--- config.mk ---
export PLATFORM = sky130hd
export DESIGN_NAME = length_prefix_deframer
export DESIGN_NICKNAME = d
export VERILOG_FILES = /design/src/hw/rtl/lpd_pkg.sv /design/src/hw/rtl/length_prefix_deframer.sv /design/src/hw/rtl/lpd_front.sv /design/src/hw/rtl/lpd_queue.sv
export SDC_FILE = /design/constraint.sdc
export NUM_CORES = 1
export LEC_CHECK = 0
export CAP_MARGIN = 20
export CORE_MARGIN = 2
export CORE_UTILIZATION = 45
export CTS_CLUSTER_DIAMETER = 200
export DETAILED_ROUTE_END_ITERATION = 16
export DONT_BUFFER_PORTS = 1
export PLACE_DENSITY = 0.7
export SYNTH_ARGS = -nofsm -noshare
export SYNTH_HDL_FRONTEND = slang
export SYNTH_SLANG_ARGS = --single-unit
export TNS_END_PERCENT = 5
--- constraint.sdc ---
create_clock -name clk -period 4 [get_ports clk]
set_input_delay 0 -clock clk [delete_from_list [all_inputs] [get_ports clk]]
set_output_delay 0 -clock clk [all_outputs]
set_load 0.005 [all_outputs]
--- src/hw/rtl/lpd_pkg.sv ---
package lpd_pkg;

  // field widths
  localparam int unsigned BYTE_W = 8;
  localparam int unsigned LEN_W  = 31;

  // reset value of the frame length limit
  localparam logic [LEN_W-1:0] MAX_FRAME_RST = 31'd16777216;

  // default depth of the result queue
  localparam int unsigned QUEUE_DEPTH_DEF = 4;

  // result event codes
  typedef enum logic [2:0] {
    EV_DATA  = 3'd0,
    EV_EMPTY = 3'd1,
    EV_NEG   = 3'd2,
    EV_OVER  = 3'd3,
    EV_TRUNC = 3'd4,
    EV_CLOSE = 3'd5
  } ev_t;

  // parser phase, one-hot
  typedef enum logic [2:0] {
    PH_PREFIX  = 3'b001,
    PH_PAYLOAD = 3'b010,
    PH_DISCARD = 3'b100
  } phase_t;

  // one result item
  typedef struct packed {
    logic [BYTE_W-1:0] payload_byte;
    logic              last;
    ev_t               event_res;
  } res_t;

  // front to queue
  typedef struct packed {
    logic push;
    res_t res;
  } push_t;

endpackage

--- src/hw/rtl/length_prefix_deframer.sv ---
// channel   direction  handshake              payload
// in_       input      in_valid / in_ready    in_data_byte, in_end_of_stream
// out_      output     out_valid / out_ready  out_payload_byte, out_last, out_event_res
// cfg_      input      cfg_wr_en only         cfg_wr_data (max_frame_bytes)
//
// one item per cycle while the queue is not full: the parser decides each item in the cycle it is accepted
// results sit in a queue of QUEUE_DEPTH entries that drives the out_ ports
// in_ready drops only while the queue is full; the first result shows in the cycle after its item
// synchronous active-low reset empties the queue and rearms the parser in the prefix phase
// reset sets the length limit to 16777216
module length_prefix_deframer #(
  parameter int unsigned QUEUE_DEPTH = lpd_pkg::QUEUE_DEPTH_DEF
) (
  input  logic                        clk,
  input  logic                        rst_n,
  input  logic                        cfg_wr_en,
  input  logic [lpd_pkg::LEN_W-1:0]   cfg_wr_data,
  input  logic                        in_valid,
  output logic                        in_ready,
  input  logic [lpd_pkg::BYTE_W-1:0]  in_data_byte,
  input  logic                        in_end_of_stream,
  output logic                        out_valid,
  input  logic                        out_ready,
  output logic [lpd_pkg::BYTE_W-1:0]  out_payload_byte,
  output logic                        out_last,
  output logic [2:0]                  out_event_res
);

  lpd_pkg::push_t q_push;
  lpd_pkg::res_t  out_res;
  logic           q_full;

  // parser
  lpd_front u_front (
    .clk              (clk),
    .rst_n            (rst_n),
    .cfg_wr_en        (cfg_wr_en),
    .cfg_wr_data      (cfg_wr_data),
    .in_valid         (in_valid),
    .in_ready         (in_ready),
    .in_data_byte     (in_data_byte),
    .in_end_of_stream (in_end_of_stream),
    .q_full           (q_full),
    .q_push           (q_push)
  );

  // result queue
  lpd_queue #(
    .DEPTH (QUEUE_DEPTH)
  ) u_queue (
    .clk       (clk),
    .rst_n     (rst_n),
    .q_push    (q_push),
    .q_full    (q_full),
    .out_valid (out_valid),
    .out_ready (out_ready),
    .out_res   (out_res)
  );

  // unpack result fields
  assign out_payload_byte = out_res.payload_byte;
  assign out_last         = out_res.last;
  assign out_event_res    = out_res.event_res;

endmodule

--- src/hw/rtl/lpd_front.sv ---
module lpd_front (
  input  logic                        clk,
  input  logic                        rst_n,
  input  logic                        cfg_wr_en,
  input  logic [lpd_pkg::LEN_W-1:0]   cfg_wr_data,
  input  logic                        in_valid,
  output logic                        in_ready,
  input  logic [lpd_pkg::BYTE_W-1:0]  in_data_byte,
  input  logic                        in_end_of_stream,
  input  logic                        q_full,
  output lpd_pkg::push_t              q_push
);

  lpd_pkg::phase_t             phase_r, phase_nxt;
  logic [1:0]                  cnt_r, cnt_nxt;
  logic [23:0]                 shift_r, shift_nxt;
  logic [lpd_pkg::LEN_W-1:0]   left_r, left_nxt;
  logic [lpd_pkg::LEN_W-1:0]   max_r;
  logic [31:0]                 full_len;
  logic                        acc;

  assign in_ready = !q_full;
  assign acc      = in_valid && in_ready;
  assign full_len = {shift_r, in_data_byte};

  // length limit register
  always_ff @(posedge clk) begin
    if (!rst_n) begin
      max_r <= lpd_pkg::MAX_FRAME_RST;
    end else if (cfg_wr_en) begin
      max_r <= cfg_wr_data;
    end
  end

  // prefix gathering, length checks and payload counting
  always_comb begin
    phase_nxt  = phase_r;
    cnt_nxt    = cnt_r;
    shift_nxt  = shift_r;
    left_nxt   = left_r;
    q_push     = '0;
    q_push.res.event_res = lpd_pkg::EV_DATA;
    if (acc) begin
      unique case (phase_r)
        lpd_pkg::PH_PREFIX: begin
          if (in_end_of_stream) begin
            q_push.push          = 1'b1;
            q_push.res.event_res = (cnt_r == 2'd0) ? lpd_pkg::EV_CLOSE : lpd_pkg::EV_TRUNC;
            cnt_nxt              = 2'd0;
            shift_nxt            = '0;
          end else if (cnt_r != 2'd3) begin
            shift_nxt = {shift_r[15:0], in_data_byte};
            cnt_nxt   = cnt_r + 2'd1;
          end else begin
            cnt_nxt   = 2'd0;
            shift_nxt = '0;
            priority if (full_len[31]) begin
              q_push.push          = 1'b1;
              q_push.res.event_res = lpd_pkg::EV_NEG;
              phase_nxt            = lpd_pkg::PH_DISCARD;
            end else if (full_len[30:0] > max_r) begin
              q_push.push          = 1'b1;
              q_push.res.event_res = lpd_pkg::EV_OVER;
              phase_nxt            = lpd_pkg::PH_DISCARD;
            end else if (full_len[30:0] == '0) begin
              q_push.push          = 1'b1;
              q_push.res.last      = 1'b1;
              q_push.res.event_res = lpd_pkg::EV_EMPTY;
            end else begin
              left_nxt  = full_len[30:0];
              phase_nxt = lpd_pkg::PH_PAYLOAD;
            end
          end
        end
        lpd_pkg::PH_PAYLOAD: begin
          q_push.push = 1'b1;
          if (in_end_of_stream) begin
            q_push.res.event_res = lpd_pkg::EV_TRUNC;
            phase_nxt            = lpd_pkg::PH_PREFIX;
            left_nxt             = '0;
          end else begin
            q_push.res.payload_byte = in_data_byte;
            left_nxt                = left_r - 31'd1;
            if (left_r == 31'd1) begin
              q_push.res.last = 1'b1;
              phase_nxt       = lpd_pkg::PH_PREFIX;
            end
          end
        end
        lpd_pkg::PH_DISCARD: begin
          // drop bytes until the stream ends
          if (in_end_of_stream) begin
            phase_nxt = lpd_pkg::PH_PREFIX;
            cnt_nxt   = 2'd0;
            shift_nxt = '0;
            left_nxt  = '0;
          end
        end
        default: begin
          // unused codes drop bytes like the discard phase
          if (in_end_of_stream) begin
            phase_nxt = lpd_pkg::PH_PREFIX;
            cnt_nxt   = 2'd0;
            shift_nxt = '0;
            left_nxt  = '0;
          end
        end
      endcase
    end
  end

  // parser state
  always_ff @(posedge clk) begin
    if (!rst_n) begin
      phase_r <= lpd_pkg::PH_PREFIX;
      cnt_r   <= 2'd0;
      shift_r <= '0;
      left_r  <= '0;
    end else begin
      phase_r <= phase_nxt;
      cnt_r   <= cnt_nxt;
      shift_r <= shift_nxt;
      left_r  <= left_nxt;
    end
  end

`ifndef SYNTH
  // a result is only produced for an accepted item
  a_push_needs_accept: assert property (@(posedge clk) disable iff (!rst_n)
    q_push.push |-> acc)
    else $error("result pushed without an accepted item");

  // the final payload byte returns the parser to the prefix phase
  a_last_rearms: assert property (@(posedge clk) disable iff (!rst_n)
    (acc && phase_r == lpd_pkg::PH_PAYLOAD && !in_end_of_stream && left_r == 31'd1)
    |=> (phase_r == lpd_pkg::PH_PREFIX && cnt_r == 2'd0))
    else $error("parser did not rearm after last payload byte");

  // while passing payload there is always at least one byte left
  a_payload_nonzero: assert property (@(posedge clk) disable iff (!rst_n)
    (phase_r == lpd_pkg::PH_PAYLOAD) |-> (left_r != '0))
    else $error("payload phase with zero bytes left");
`endif

endmodule

--- src/hw/rtl/lpd_queue.sv ---
module lpd_queue #(
  parameter int unsigned DEPTH = lpd_pkg::QUEUE_DEPTH_DEF
) (
  input  logic                       clk,
  input  logic                       rst_n,
  input  lpd_pkg::push_t             q_push,
  output logic                       q_full,
  output logic                       out_valid,
  input  logic                       out_ready,
  output lpd_pkg::res_t              out_res
);

  localparam int unsigned PTR_W = $clog2(DEPTH);
  localparam int unsigned CNT_W = $clog2(DEPTH + 1);
  localparam logic [PTR_W-1:0] PTR_LAST = PTR_W'(DEPTH - 1);
  localparam logic [CNT_W-1:0] CNT_FULL = CNT_W'(DEPTH);

  lpd_pkg::res_t     mem_r [DEPTH];
  logic [PTR_W-1:0]  wr_ptr_r, wr_ptr_nxt;
  logic [PTR_W-1:0]  rd_ptr_r, rd_ptr_nxt;
  logic [CNT_W-1:0]  cnt_r, cnt_nxt;
  logic              pop;

  assign q_full    = (cnt_r == CNT_FULL);
  assign out_valid = (cnt_r != '0);
  assign out_res   = mem_r[rd_ptr_r];
  assign pop       = out_valid && out_ready;

  // pointer and fill count update
  always_comb begin
    wr_ptr_nxt = wr_ptr_r;
    rd_ptr_nxt = rd_ptr_r;
    cnt_nxt    = cnt_r;
    if (q_push.push) begin
      wr_ptr_nxt = (wr_ptr_r == PTR_LAST) ? '0 : wr_ptr_r + PTR_W'(1);
    end
    if (pop) begin
      rd_ptr_nxt = (rd_ptr_r == PTR_LAST) ? '0 : rd_ptr_r + PTR_W'(1);
    end
    if (q_push.push && !pop) begin
      cnt_nxt = cnt_r + CNT_W'(1);
    end else if (pop && !q_push.push) begin
      cnt_nxt = cnt_r - CNT_W'(1);
    end
  end

  always_ff @(posedge clk) begin
    if (!rst_n) begin
      wr_ptr_r <= '0;
      rd_ptr_r <= '0;
      cnt_r    <= '0;
    end else begin
      wr_ptr_r <= wr_ptr_nxt;
      rd_ptr_r <= rd_ptr_nxt;
      cnt_r    <= cnt_nxt;
    end
  end

  // item storage
  always_ff @(posedge clk) begin
    if (q_push.push) begin
      mem_r[wr_ptr_r] <= q_push.res;
    end
  end

`ifndef SYNTH
  // never written while full
  a_no_overflow: assert property (@(posedge clk) disable iff (!rst_n)
    !(q_push.push && q_full))
    else $error("queue written while full");

  // fill count advances on a push without a pop
  a_count_track: assert property (@(posedge clk) disable iff (!rst_n)
    (q_push.push && !pop) |=> (cnt_r == $past(cnt_r) + CNT_W'(1)))
    else $error("queue count did not advance on push");

  // a waiting result stays offered until taken
  a_valid_hold: assert property (@(posedge clk) disable iff (!rst_n)
    (out_valid && !out_ready) |=> out_valid)
    else $error("result withdrawn before it was taken");
`endif

endmodule
---- After elaboration in Yosys (flattened, before gate mapping) ----
Memory sizes are Yosys's and may differ from the RTL's. A register that Yosys moved wholly into a read port is not among the register bits.
Index checks and enable logic that the tools add are counted.
storage, ports and cells
  flip-flop bits (word level) ............. 98
  bits in writable memories ............... 48
  input bits .............................. 45
  output and inout port bits .............. 14
  logic and storage cells ................. 101
  memories kept ........................... 1
cells by class
  add/sub/neg operators ................... 6
  magnitude comparators ................... 1
  eq/ne operators ......................... 14
  mux-type cells .......................... 54
  bitwise gates (word level) .............. 1
  reductions and logical operators ........ 16
memories
  memory         words  width  rd ports  clocked after memory_dff  wr ports  line             text
  u_queue.mem_r  4      12     1         1                         1         lpd_queue.sv:18  lpd_pkg::res_t mem_r [DEPTH];
operators by type and width
  operator                                               count
  two-way mux 31 bit                                     7
  two-way mux 24 bit                                     3
  one-hot mux 31 bit (2 select lines)                    1
  one-hot mux 24 bit (2 select lines)                    1
  two-way mux 3 bit                                      14
  equality test 31 x 1 -> 1 bit (second input constant)  1
  > comparator 31 bit                                    1
  zero test 31 bit                                       1
  subtractor 31 x 1 -> 31 bit (second input constant)    1
  two-way mux 2 bit                                      7
  two-way mux 13 bit                                     1
  two-way mux 1 bit                                      12
  inequality test 2 bit (second input constant)          6
  two-way mux 9 bit                                      1
  two-way mux 4 bit                                      2
  two-way mux 8 bit                                      1
  one-hot mux 4 bit (2 select lines)                     1
  AND reduction 7 bit                                    1
  adder 2 x 1 -> 2 bit (second input constant)           3
  one-hot mux 3 bit (2 select lines)                     1
  AND reduction 6 bit                                    1
  nonzero test 3 bit                                     2
  equality test 2 bit (second input constant)            2
  logical AND 1 bit                                      4
  other kinds (14)                                       17

---- Depth between registers and ports, before layout ----
Gate-level depths: netlist of run 1.
  word-level depth ........................ 12
  depth in mapped cells ................... 14
  gate-level depth less buffers ........... 14

---- Modules after synthesis ----
A second synthesis of run 1 with hierarchy kept.
unflattened totals
  cell total of the unflattened synthesis .. 767
  area, all modules ....................... 7853.8 um^2
by module, submodules not included
  module     times used  cells an instance  area each (um^2)  sequential area each (um^2)
  lpd_front  1           659                5654.2            1821.7
  lpd_queue  1           108                2199.6            1621.6

---- Worst setup path before layout of run 1 ----
No wires, ideal clock.
  kind .................................... register to register
  start ................................... register u_front.max_r[14] (netlist bit)
  end ..................................... register u_queue.cnt_r[2]
  library setup time ...................... 0.070 ns
  arrival ................................. 3.300 ns
  setup slack ............................. 0.630 ns
  stages on the path, launching flop included .. 15
  clock period less this slack ............ 3.370 ns
  cell sequence ........................... dfxtp_1 inv_1 ha_1 nand3_1 or3_1 o21bai_1 a311oi_2 o31ai_1 a21boi_1 ha_1 inv_1 fa_1 xor2_1 or3_1 a21oi_1
RTL lines
  element                 line             text
  from (decl)             lpd_front.sv:18  logic [lpd_pkg::LEN_W-1:0] max_r;
  from (signal assigned)  lpd_front.sv:29  max_r <= lpd_pkg::MAX_FRAME_RST;
  from (signal assigned)  lpd_front.sv:31  max_r <= cfg_wr_data;
  to (signal assigned)    lpd_queue.sv:55  cnt_r <= cnt_nxt;
  to (decl)               lpd_queue.sv:21  logic [CNT_W-1:0] cnt_r, cnt_nxt;

---- Final worst setup path of run 1 ----
  start ................................... register u_front.max_r[12] (netlist bit)
  end ..................................... register u_front.phase_r[2]
between the ends
  cells in the longest elaborated chain, start to end .. 6
  elaborated cells between the ends (all ways) .. 8
RTL lines
  element                             line              text
  > comparator 31 bit *               lpd_front.sv:61   end else if (full_len[30:0] > max_r) begin
  two-way mux 3 bit                   lpd_front.sv:61
  two-way mux 3 bit                   lpd_front.sv:57   priority if (full_len[31]) begin
  two-way mux 3 bit                   lpd_front.sv:51   end else if (cnt_r != 2'd3) begin
  two-way mux 3 bit                   lpd_front.sv:46   if (in_end_of_stream) begin
  one-hot mux 3 bit (2 select lines)  lpd_front.sv:44   unique case (phase_r)
  to (signal assigned)                lpd_front.sv:115  phase_r <= lpd_pkg::PH_PREFIX;
  to (signal assigned)                lpd_front.sv:120  phase_r <= phase_nxt;
  to (decl)                           lpd_front.sv:14   lpd_pkg::phase_t phase_r, phase_nxt;
Every way passes the cells marked *; elsewhere a longest branch is shown, timed or not. The select of a mux whose other input is x is not followed.
A chain may end at the register's enable or synchronous reset.

==> key figures, run 1 <==
Status
  • Status: complete, no violations

Synthesis
  • Post-synthesis sequential area ratio: a little under half
  • Synth area leader: dfxtp_1
  • Yosys cell types: 67
  • Cell count after synthesis: around 760
  • Synth top cells by count: dfxtp_1, nand2_1, a21oi_1
  • Syn nets: approximately 840
  • Main synth FF type: dfxtp_1
  • Mean Syn Cell Area: about 10 sq um
  • Post-synth EDFFs: 48
  • Count leader, synth: dfxtp_1
  • Top-area cell type share of the netlist area: a little over a quarter
  • Post-synth ARST share: 0%
  • Area contributors post-synth: dfxtp_1, edfxtp_1, ha_1
  • Post-Syn Area: between 0.007 and 0.008 sq mm
  • Number of synthesized register bits: ~150
  • Yosys warnings: 0

Layout
  • Nets: between 900 and 1000
  • Design area: approximately 0.0091 sq mm
  • Layout cell share with drive strength beyond 1: 9.22%
  • Area growth from synthesis to layout: 22.0%
  • Diode count: 0
  • Non-filler instance count after layout: roughly 1100

Clock network
  • Post-CTS sizing: 0
  • Post-CTS Setup Inserts: 0
  • H-Tree Depth: 4
  • Clock-pin transition on the worst setup and hold timing paths: around 60 ps
  • Clk sinks: around 150
  • CTS tree: yes
  • Clock buffer depth: 2
  • Skew-Pair Late Insertion Delay: between 400 and 500 ps
  • CTS Root Cell: clkbuf_16
  • CTS Buf Count: 17

Setup path
  • CP required: around 4300 ps
  • CP max stage delay: roughly 540 ps
  • CP endpoint kind: flop
  • Critical path cell sequence: inv_1 -> ha_1 -> nand3_1 -> or3_1 -> nor3_1 -> a22oi_1 -> buf_4 -> nor3_1 -> nor4_1 -> o21a_1 -> dlygate4sd3_1
  • Critical path type: reg -> reg
  • CP dominant cell by count: nor3_1
  • R2R depth: 11
  • Worst path arrival time: between 3000 and 4000 ps
  • CP max-delay cell: dlygate4sd3_1
  • Buf+Inv Stages, Crit Path: 3
  • CP max FO: 5
  • Critical path's top delay family: simple AND/OR/NAND/NOR gates
  • Stages on the worst setup path: 11
  • Worst Setup Start Kind: flop

Place
  • Dpl hpwl: 12600 microns
  • Placer congestion estimate: a little under 0.9
  • DP Worst Slack: 606 ps
  • PortBufs: 0
  • Post-placement cell area: approximately 0.0077 sq mm
  • DP Cell Count: 946

Routing
  • DR pass1 iterations: 5
  • Avg WL per Cell: between 15 and 20 microns
  • Via count: between 6000 and 7000
  • DRC violations left: 0
  • Initial DRC Count: slightly below 600
  • Drt total wl: approximately 21000 microns
  • Antenna-violating nets left: 0
  • Vias/cell: slightly below 6

Floorplanning
  • Initial Util: 45.5%
  • Width of the die: 133 microns
  • Die H: 133 microns
  • Core area: approximately 0.016 sq mm
  • FP Rows: 47
  • # IOs: 59
  • Die area: roughly 0.018 sq mm

GRT
  • Grt ovf: 0
  • Tot GR Track Use: 23.9%
  • First-pass GRT wire length: approximately 33000 microns
  • Antenna violations before repair: 0
  • Pin count of the biggest net entering global routing: 39
  • Vias in the first global route: 6178

Power
  • Leakage power total: between 3 and 4 nW
  • Power Total: between 0.004 and 0.005 W
  • P per Cell Area: 454 mW/mm^2
  • Max VDD drop: ~0.37 mV

STA
  • # setup viols final: 0
  • TNS Setup: 0 ps
  • Final Hold Viols: 0
  • Rel. slew slack: between 20 and 30%
  • Final slew viol count: 0
  • Worst-Margin Slew: 1050 ps
  • Unrepaired setup endpoints after global routing: false
  • Crit path time final: about 3500 ps
  • Clock skew: between 8 and 9 ps
  • Final setup margin: a little under 500 ps
  • Fmax: 0.285 GHz
  • Period utilisation layout: around 88%

Job
  • Number of max-cap violations: 0

Worst hold path
  • Hold Crit Depth: 2
  • Type of the most critical hold path: in -> reg
repair_timing:
action,4_1_cts,5_1_grt
hold endpoints to repair,116,0
hold buffers,76,0
endpoints found under the setup margin,0,0
report_power, final:
group / internal, W / switching [W]
Sequential: 0.00163 / 0.0000938
Clock: 0.00103 / 0.000642
Combinational: 0.000345 / 0.000395
routing by layer:
layer | global-route usage [%] | wire, microns | vias up
li1 | - | - | 2942
met1 | 29.5 | 8510 | 3014
met2 | 39.7 | 9920 | 248
met3 | 6.70 | 1530 | 47
met4 | 9.56 | 565 | 0
met5 | 0 | 0 | -
cells in the final DEF, fill, tap and decap left out, types with 4 or more instances in the layout:
cell type      synthesis  routed
bufinv_16              0       4
o41ai_1                6       6
o211ai_1               5       5
o31ai_1                9       9
edfxtp_1              48      48
mux4_2                12      12
nand4_1               11      11
o21ai_1                5       5
or2_2                  4       4
or3_1                  7       7
nand2_1               61      61
a211oi_1              12      11
nor4_1                11      11
dfxtp_1              100     100
nor3_1                18      15
o21ai_0               15      15
or4_1                  4       4
a22o_1                 4       4
ha_1                  41      41
nor2_1                57      57
dlygate4sd3_1          0      75
a22oi_1               13      13
xnor2_1                7       7
mux2i_1               33      33
nand3_1               42      42
nand2b_1               4       4
and2_1                12      12
xor2_1                 4       4
a32o_1                15      15
buf_4                  0      13
a31o_1                 4       4
clkbuf_16              0      17
a21oi_1               59      59
inv_1                 43      42
final timing paths:
path                                   startpoint                   to  slack (ps)
worst max register to register  u_front.max_r[12]   u_front.phase_r[2]         500
worst max-delay path            u_front.max_r[12]   u_front.phase_r[2]         500
worst min register to register   u_front.cnt_r[0]     u_front.cnt_r[0]         490
worst min-delay path              in_data_byte[0]  u_queue.mem_r[1][4]          50
final cells by class:
type	instances	area [sq um]
Multi-Input combinational cell	522	3730
Timing Repair Buffer	90	896
Fill cell	1384	7290
Clock buffer	17	425
Tap cell	220	275
Inverter	43	161
Sequential cell	148	3440
Clock inverter	15	186
state kept, by name (all words and copies together), names as in the netlist, named ones only:
name,flops
u_front.cnt_r,2
u_front.left_r,31
u_front.max_r,31
u_front.phase_r,3
u_front.shift_r,24
u_queue.cnt_r,3
u_queue.mem_r,48
u_queue.rd_ptr_r,2
u_queue.wr_ptr_r,2
through the flow:
stage | util, % | hold slack [ps]
6_report | 55.6 | 45.6
5_1_grt | 55.6 | 41.4
4_1_cts | 55.4 | 21.0
3_5_place_dp | 47.0 | 130
3_3_place_gp | 47.0 | 112
2_1_floorplan | - | 130
cells by family (layout without fill, tap and decap cells):
group           count (synthesis)  in the layout  synth area share (%)
simple gates                  252            252                  17.0
buf+inv                        87            165                  4.52
fa+ha+maj                      42             42                  7.13
flops                         148            148                  46.1
mux                            45             45                  8.04
xor+xnor                       12             12                  1.51
compound gates                171            171                  15.7
worst register-to-register path, stage by stage, from the launching register on:
cell and delay, ps:
dfxtp_1 370, inv_1 60, ha_1 270, nand3_1 80, or3_1 400, nor3_1 380
a22oi_1 220, buf_4 200, nor3_1 450, nor4_1 220, o21a_1 220, dlygate4sd3_1 540
Note: power is estimated with default switching activity, not from simulation.
==> run 2: changes to the inputs <==
- CORE_UTILIZATION: 45 -> 57
- PLACE_DENSITY: 0.7 -> 0.82
==> run 2 against run 1 <==
  * Core utilization rose by 15 points
  * Critical path type unchanged
  * Critical endpoint is now u_queue.cnt_r[2]
  * First-iteration DRC count rose by 52%
  * Power fell by 4.4%
  * Critical path depth rose by 3
  * Largest power group unchanged
==> key figures, run 2 (same netlist as run 1, synthesis figures left out) <==
Clock network
  • CTS Hold Buffers Added: approximately 70
  • Post-CTS sizing: 0
  • H-Tree Depth: 4
  • CTS Root Cell: clkbuf_16
  • CTS Buf Count: 17
  • Skew-Pair Late Insertion Delay: about 430 ps
  • CTS tree: yes
  • Post-CTS Setup Inserts: 0
  • Clock buffer depth: 2
  • Clock-pin transition on the worst setup and hold timing paths: around 60 ps
  • Clk sinks: ~150

STA
  • Rel. slew slack: about a quarter
  • Crit path time final: 3670 ps
  • Fmax: around 0.27 GHz
  • Final slew viol count: 0
  • Final Hold Viols: 0
  • Unrepaired setup endpoints after global routing: false
  • TNS Setup: 0 ps
  • Period utilisation layout: between 90% and 100%
  • # setup viols final: 0
  • Clock skew: ~6.3 ps
  • Hold slack final: approximately 23 ps
  • Worst-Margin Slew: between 1000 and 1500 ps

Setup path
  • CP dominant cell by count: inv_1
  • Reg-to-Reg Start: u_front.max_r[30]
  • CP max-delay cell: a311oi_2
  • R2R depth: 14
  • Critical path cell sequence: inv_1 -> ha_1 -> nand4_1 -> nor4_1 -> inv_1 -> a311oi_2 -> o31ai_1 -> a21boi_1 -> ha_1 -> inv_1 -> fa_1 -> xor2_1 -> or3_1 -> a21oi_1
  • CP max FO: 5
  • Worst flop-to-flop path endpoint: u_queue.cnt_r[2]
  • Worst path arrival time: 4020 ps
  • Reg2reg setup slack: roughly 330 ps
  • Critical path's top delay family: compound AO/OA/AOI/OAI gates
  • CP endpoint kind: flop
  • CP max stage delay: 440 ps
  • Stages on the worst setup path: 14
  • CP required: between 4000 and 5000 ps
  • Buf+Inv Stages, Crit Path: 3
  • Worst Setup Start Kind: flop
  • Critical path type: reg -> reg

Floorplanning
  • Die area: roughly 0.014 sq mm
  • Die H: between 100 and 150 microns
  • FP Rows: between 40 and 50
  • Width of the die: ~120 microns
  • Core area: about 0.013 sq mm
  • Initial Util: 58.7%
  • # IOs: 59

Worst hold path
  • Type of the most critical hold path: in -> reg
  • Hold Crit Depth: 4
  • WHS Endpoint: u_front.cnt_r[0]
  • Worst Min Path Start: in_end_of_stream

Power
  • Leakage power total: 3.43 nW
  • Max VDD drop: about 0.23 mV
  • Power Total: approximately 0.004 W
  • P per Cell Area: about 440 mW/mm^2

Layout
  • Final core occ: 70.1%
  • Area growth from synthesis to layout: 19.3%
  • Commonest non-fill, non-tap cell in the layout: dfxtp_1
  • Most frequent cells in the layout: dfxtp_1, dlygate4sd3_1, nand2_1
  • Layout cell share with drive strength beyond 1: a little under a tenth
  • Top flop regs: u_queue.mem_r x48, u_front.left_r x31, u_front.max_r x31
  • Diode count: 0
  • Nets: ~900
  • Most flop-heavy register: u_queue.mem_r
  • Max reg flops: 48

Routing
  • Initial DRC Count: between 800 and 900
  • Via count: between 6000 and 7000
  • Antenna-violating nets left: 0
  • DR pass1 iterations: 5
  • DRC violations left: 0
  • Vias/cell: ~6.5
  • Avg WL per Cell: 21.4 microns
  • Drt total wl: about 21000 microns

GRT
  • Vias in the first global route: ~6500
  • First-pass GRT wire length: 33700 microns
  • Tot GR Track Use: approximately 31%
  • Pin count of the biggest net entering global routing: 43
  • Antenna violations before repair: 0
  • Grt ovf: 0

Job
  • Number of max-cap violations: 0

Place
  • PortBufs: 0
  • Placer congestion estimate: 0.933
  • Dpl hpwl: 13200 microns

Status
  • Status: complete, no violations
==> run 2: area by class of cell <==
cell class / instances / area (sq um)
fill: 937 / 3810
multi-input combinational: 522 / 3720
sequential: 148 / 3440
timing repair buffer: 85 / 826
clock buffer: 20 / 457
tap: 172 / 215
inverter: 43 / 161
clock inverter: 12 / 87.6
==> run 2: through the flow <==
step | setup WS [ps] | std cells | area (sq um)
floorplan | 630 | 757 | 7470
global placement | 586 | 897 | 7630
detailed placement | 415 | 897 | 7630
CTS | 398 | 1001 | 8900
global route | 98.6 | 1002 | 8910
finish | 329 | 1002 | 8910
==> run 2: tightest hold or removal path, delay by kind of cell <==
kind / cells / cell delay (ps)
buf+inv: 1 / 210
compound gates: 1 / 60
simple gates: 2 / 130
==> run 2: metal layers <==
metal	part of all wire [%]	vias to the layer above	wire length [microns]	global-route usage, %
li1	-	2922	-	-
met1	38	3117	8130	36.8
met2	49	392	10600	53.0
met3	8.5	93	1820	6.13
met4	4.2	0	902	15.6
met5	0	-	0	0
==> run 2: worst max-delay path by stage <==
stage	from	endpoint
3_5_place_dp	u_front.shift_r[2]	u_queue.cnt_r[2]
6_report	u_front.max_r[30]	u_queue.cnt_r[2]
4_1_cts	u_front.max_r[9]	u_queue.cnt_r[2]
2_1_floorplan	u_front.max_r[14]	u_queue.cnt_r[2]
3_3_place_gp	u_front.max_r[14]	u_queue.cnt_r[2]
5_1_grt	u_front.max_r[29]	u_queue.cnt_r[2]
==> run 2: where the power goes <==
group	internal [W]	leakage, nW	switching [W]
sequential	0.00163	1.29	0.0000927
combinational	0.000339	1.87	0.000407
clock	0.000874	0.270	0.000613
total	0.00284	3.43	0.00111
==> run 3: changes to the inputs <==
- PLACE_DENSITY: 0.82 -> 0.69
==> run 3 against run 2 <==
  * Final area increased by 1.1%
  * Die area stayed put
  * Largest cell class unchanged
  * Core utilization is 0.78 points higher
  * Highest routed layer unchanged
  * Via count shrank 2.5%
==> key figures, run 3 (same netlist as run 1, synthesis figures left out) <==
Status
  • Status: complete, no violations

Clock network
  • Clock buffer depth: 2
  • H-Tree Depth: 4
  • Post-CTS Setup Inserts: 0
  • CTS Root Cell: clkbuf_16
  • CTS tree: yes
  • Skew-Pair Late Insertion Delay: between 400 and 500 ps
  • CTS Buf Count: 17
  • Clk sinks: roughly 150
  • Clock-pin transition on the worst setup and hold timing paths: 60 ps

Layout
  • Top flop regs: u_queue.mem_r x48, u_front.left_r x31, u_front.max_r x31
  • Commonest non-fill, non-tap cell in the layout: dfxtp_1
  • FILL cells: ~940
  • Area growth from synthesis to layout: 20.6%
  • Multi-input logic area: between 0.003 and 0.004 sq mm
  • Most flop-heavy register: u_queue.mem_r
  • Register Area: approximately 0.0034 sq mm
  • Nets: slightly above 900
  • Layout cell share with drive strength beyond 1: 9.83%
  • Max reg flops: 48
  • Design area: 0.00901 sq mm
  • Non-filler instance count after layout: between 1000 and 1500
  • Most frequent cells in the layout: dfxtp_1, dlygate4sd3_1, nand2_1
  • Diode count: 0

GRT
  • Vias in the first global route: slightly above 6000
  • First-pass GRT wire length: around 33000 microns
  • Antenna violations before repair: 0
  • Tot GR Track Use: about 30%
  • Pin count of the biggest net entering global routing: 41
  • Grt ovf: 0

STA
  • Final Hold Viols: 0
  • Rel. slew slack: roughly 30%
  • Final slew viol count: 0
  • Crit path time final: between 3000 and 4000 ps
  • TNS Setup: 0 ps
  • # setup viols final: 0
  • Unrepaired setup endpoints after global routing: false
  • Clock skew: 8.40 ps
  • Fmax: approximately 0.27 GHz
  • Period utilisation layout: 91.2%
  • Worst-Margin Slew: about 1000 ps

Routing
  • Avg WL per Cell: approximately 20 microns
  • Drt total wl: around 21000 microns
  • WL met2: ~10000 microns
  • Highest metal used: met4
  • Via count: about 6400
  • Metal1 wirelength: 8120 microns
  • Vias/cell: 6.33
  • Antenna-violating nets left: 0
  • DR pass1 iterations: 5
  • DRC violations left: 0
  • Initial DRC Count: 601
  • Met3 WL: between 1500 and 2000 microns

Setup path
  • CP endpoint kind: flop
  • CP max stage delay: around 440 ps
  • Buf+Inv Stages, Crit Path: 3
  • CP max-delay cell: a311oi_2
  • Worst path arrival time: 4000 ps
  • Critical path's top delay family: compound AO/OA/AOI/OAI gates
  • Critical path cell sequence: inv_1 -> ha_1 -> nand4_1 -> nor4_1 -> inv_1 -> a311oi_2 -> o31ai_1 -> a21boi_1 -> ha_1 -> inv_1 -> fa_1 -> xor2_1 -> or3_1 -> a21oi_1
  • CP required: 4350 ps
  • Critical path type: reg -> reg
  • Worst Setup Start Kind: flop
  • CP max FO: 5
  • CP dominant cell by count: inv_1

Job
  • Number of max-cap violations: 0

Place
  • Placer congestion estimate: 0.913
  • DP Cell Count: ~900
  • Dpl hpwl: approximately 13000 microns
  • Post-placement cell area: between 0.007 and 0.008 sq mm
  • PortBufs: 0

Floorplanning
  • Die area: approximately 0.014 sq mm
  • Initial Util: 58.7%
  • Width of the die: ~120 microns
  • # IOs: 59
  • Core area: 0.0127 sq mm
  • Die H: ~120 microns
  • FP Rows: just over 40

Worst hold path
  • Type of the most critical hold path: in -> reg

Power
  • Max VDD drop: 0.304 mV
  • P per Cell Area: ~450 mW/mm^2
  • Leakage power total: ~3.5 nW
run 3: final timing paths:
kind	start	end	slack [ps]	depth (start not counted)
max	u_front.max_r[30]	u_queue.cnt_r[2]	350	14
min	in_end_of_stream	u_front.shift_r[21]	20	4
max reg2reg	u_front.max_r[30]	u_queue.cnt_r[2]	350	14
min reg2reg	u_queue.rd_ptr_r[1]	u_queue.rd_ptr_r[1]	480	2
run 3: through the flow:
stage                     hold slack (ps)  worst slack (ps)  power [W]  util [%]
after global routing                 29.7               117    0.00425      70.8
after floorplan                       130               630    0.00225         -
after detailed placement              118               433    0.00240      60.3
after global placement                113               535    0.00238      60.3
final                                20.7               350    0.00410      70.8
after CTS                            6.32               411    0.00409      70.7
run 3: routing by layer:
layer	up-vias	GRT usage, %
met5	-	0
met2	296	48.9
met3	66	7.48
met4	0	15.7
li1	2926	-
met1	3076	36.6
run 3: area by class of cell:
type / count / area share (%)
Inverter: 43 / 1.79
Tap cell: 172 / 2.39
Clock buffer: 17 / 4.72
Clock inverter: 15 / 1.99
Timing Repair Buffer: 89 / 9.49
Multi-Input combinational cell: 522 / 41.4
Sequential cell: 148 / 38.2
run 3: repair_timing:
item / in CTS / in global routing
hold buffers: 72 / 0
gates resized for setup: 0 / 0
hold endpoints to repair: 115 / 0
run 3: where the power goes:
part           total [W]  switching (W)  internal [W]
Combinational   0.000746       0.000402      0.000344
Clock            0.00164       0.000652      0.000984
Sequential       0.00172      0.0000886       0.00163
Total            0.00410        0.00114       0.00296
run 3: tightest hold or removal path: cells and delay by family:
| family | cells | cell delay, ps |
|---|---|---|
| and+or+nand+nor | 2 | 130 |
| AOI/OAI and AO/OA | 1 | 60 |
| buffers and inverters | 1 | 210 |
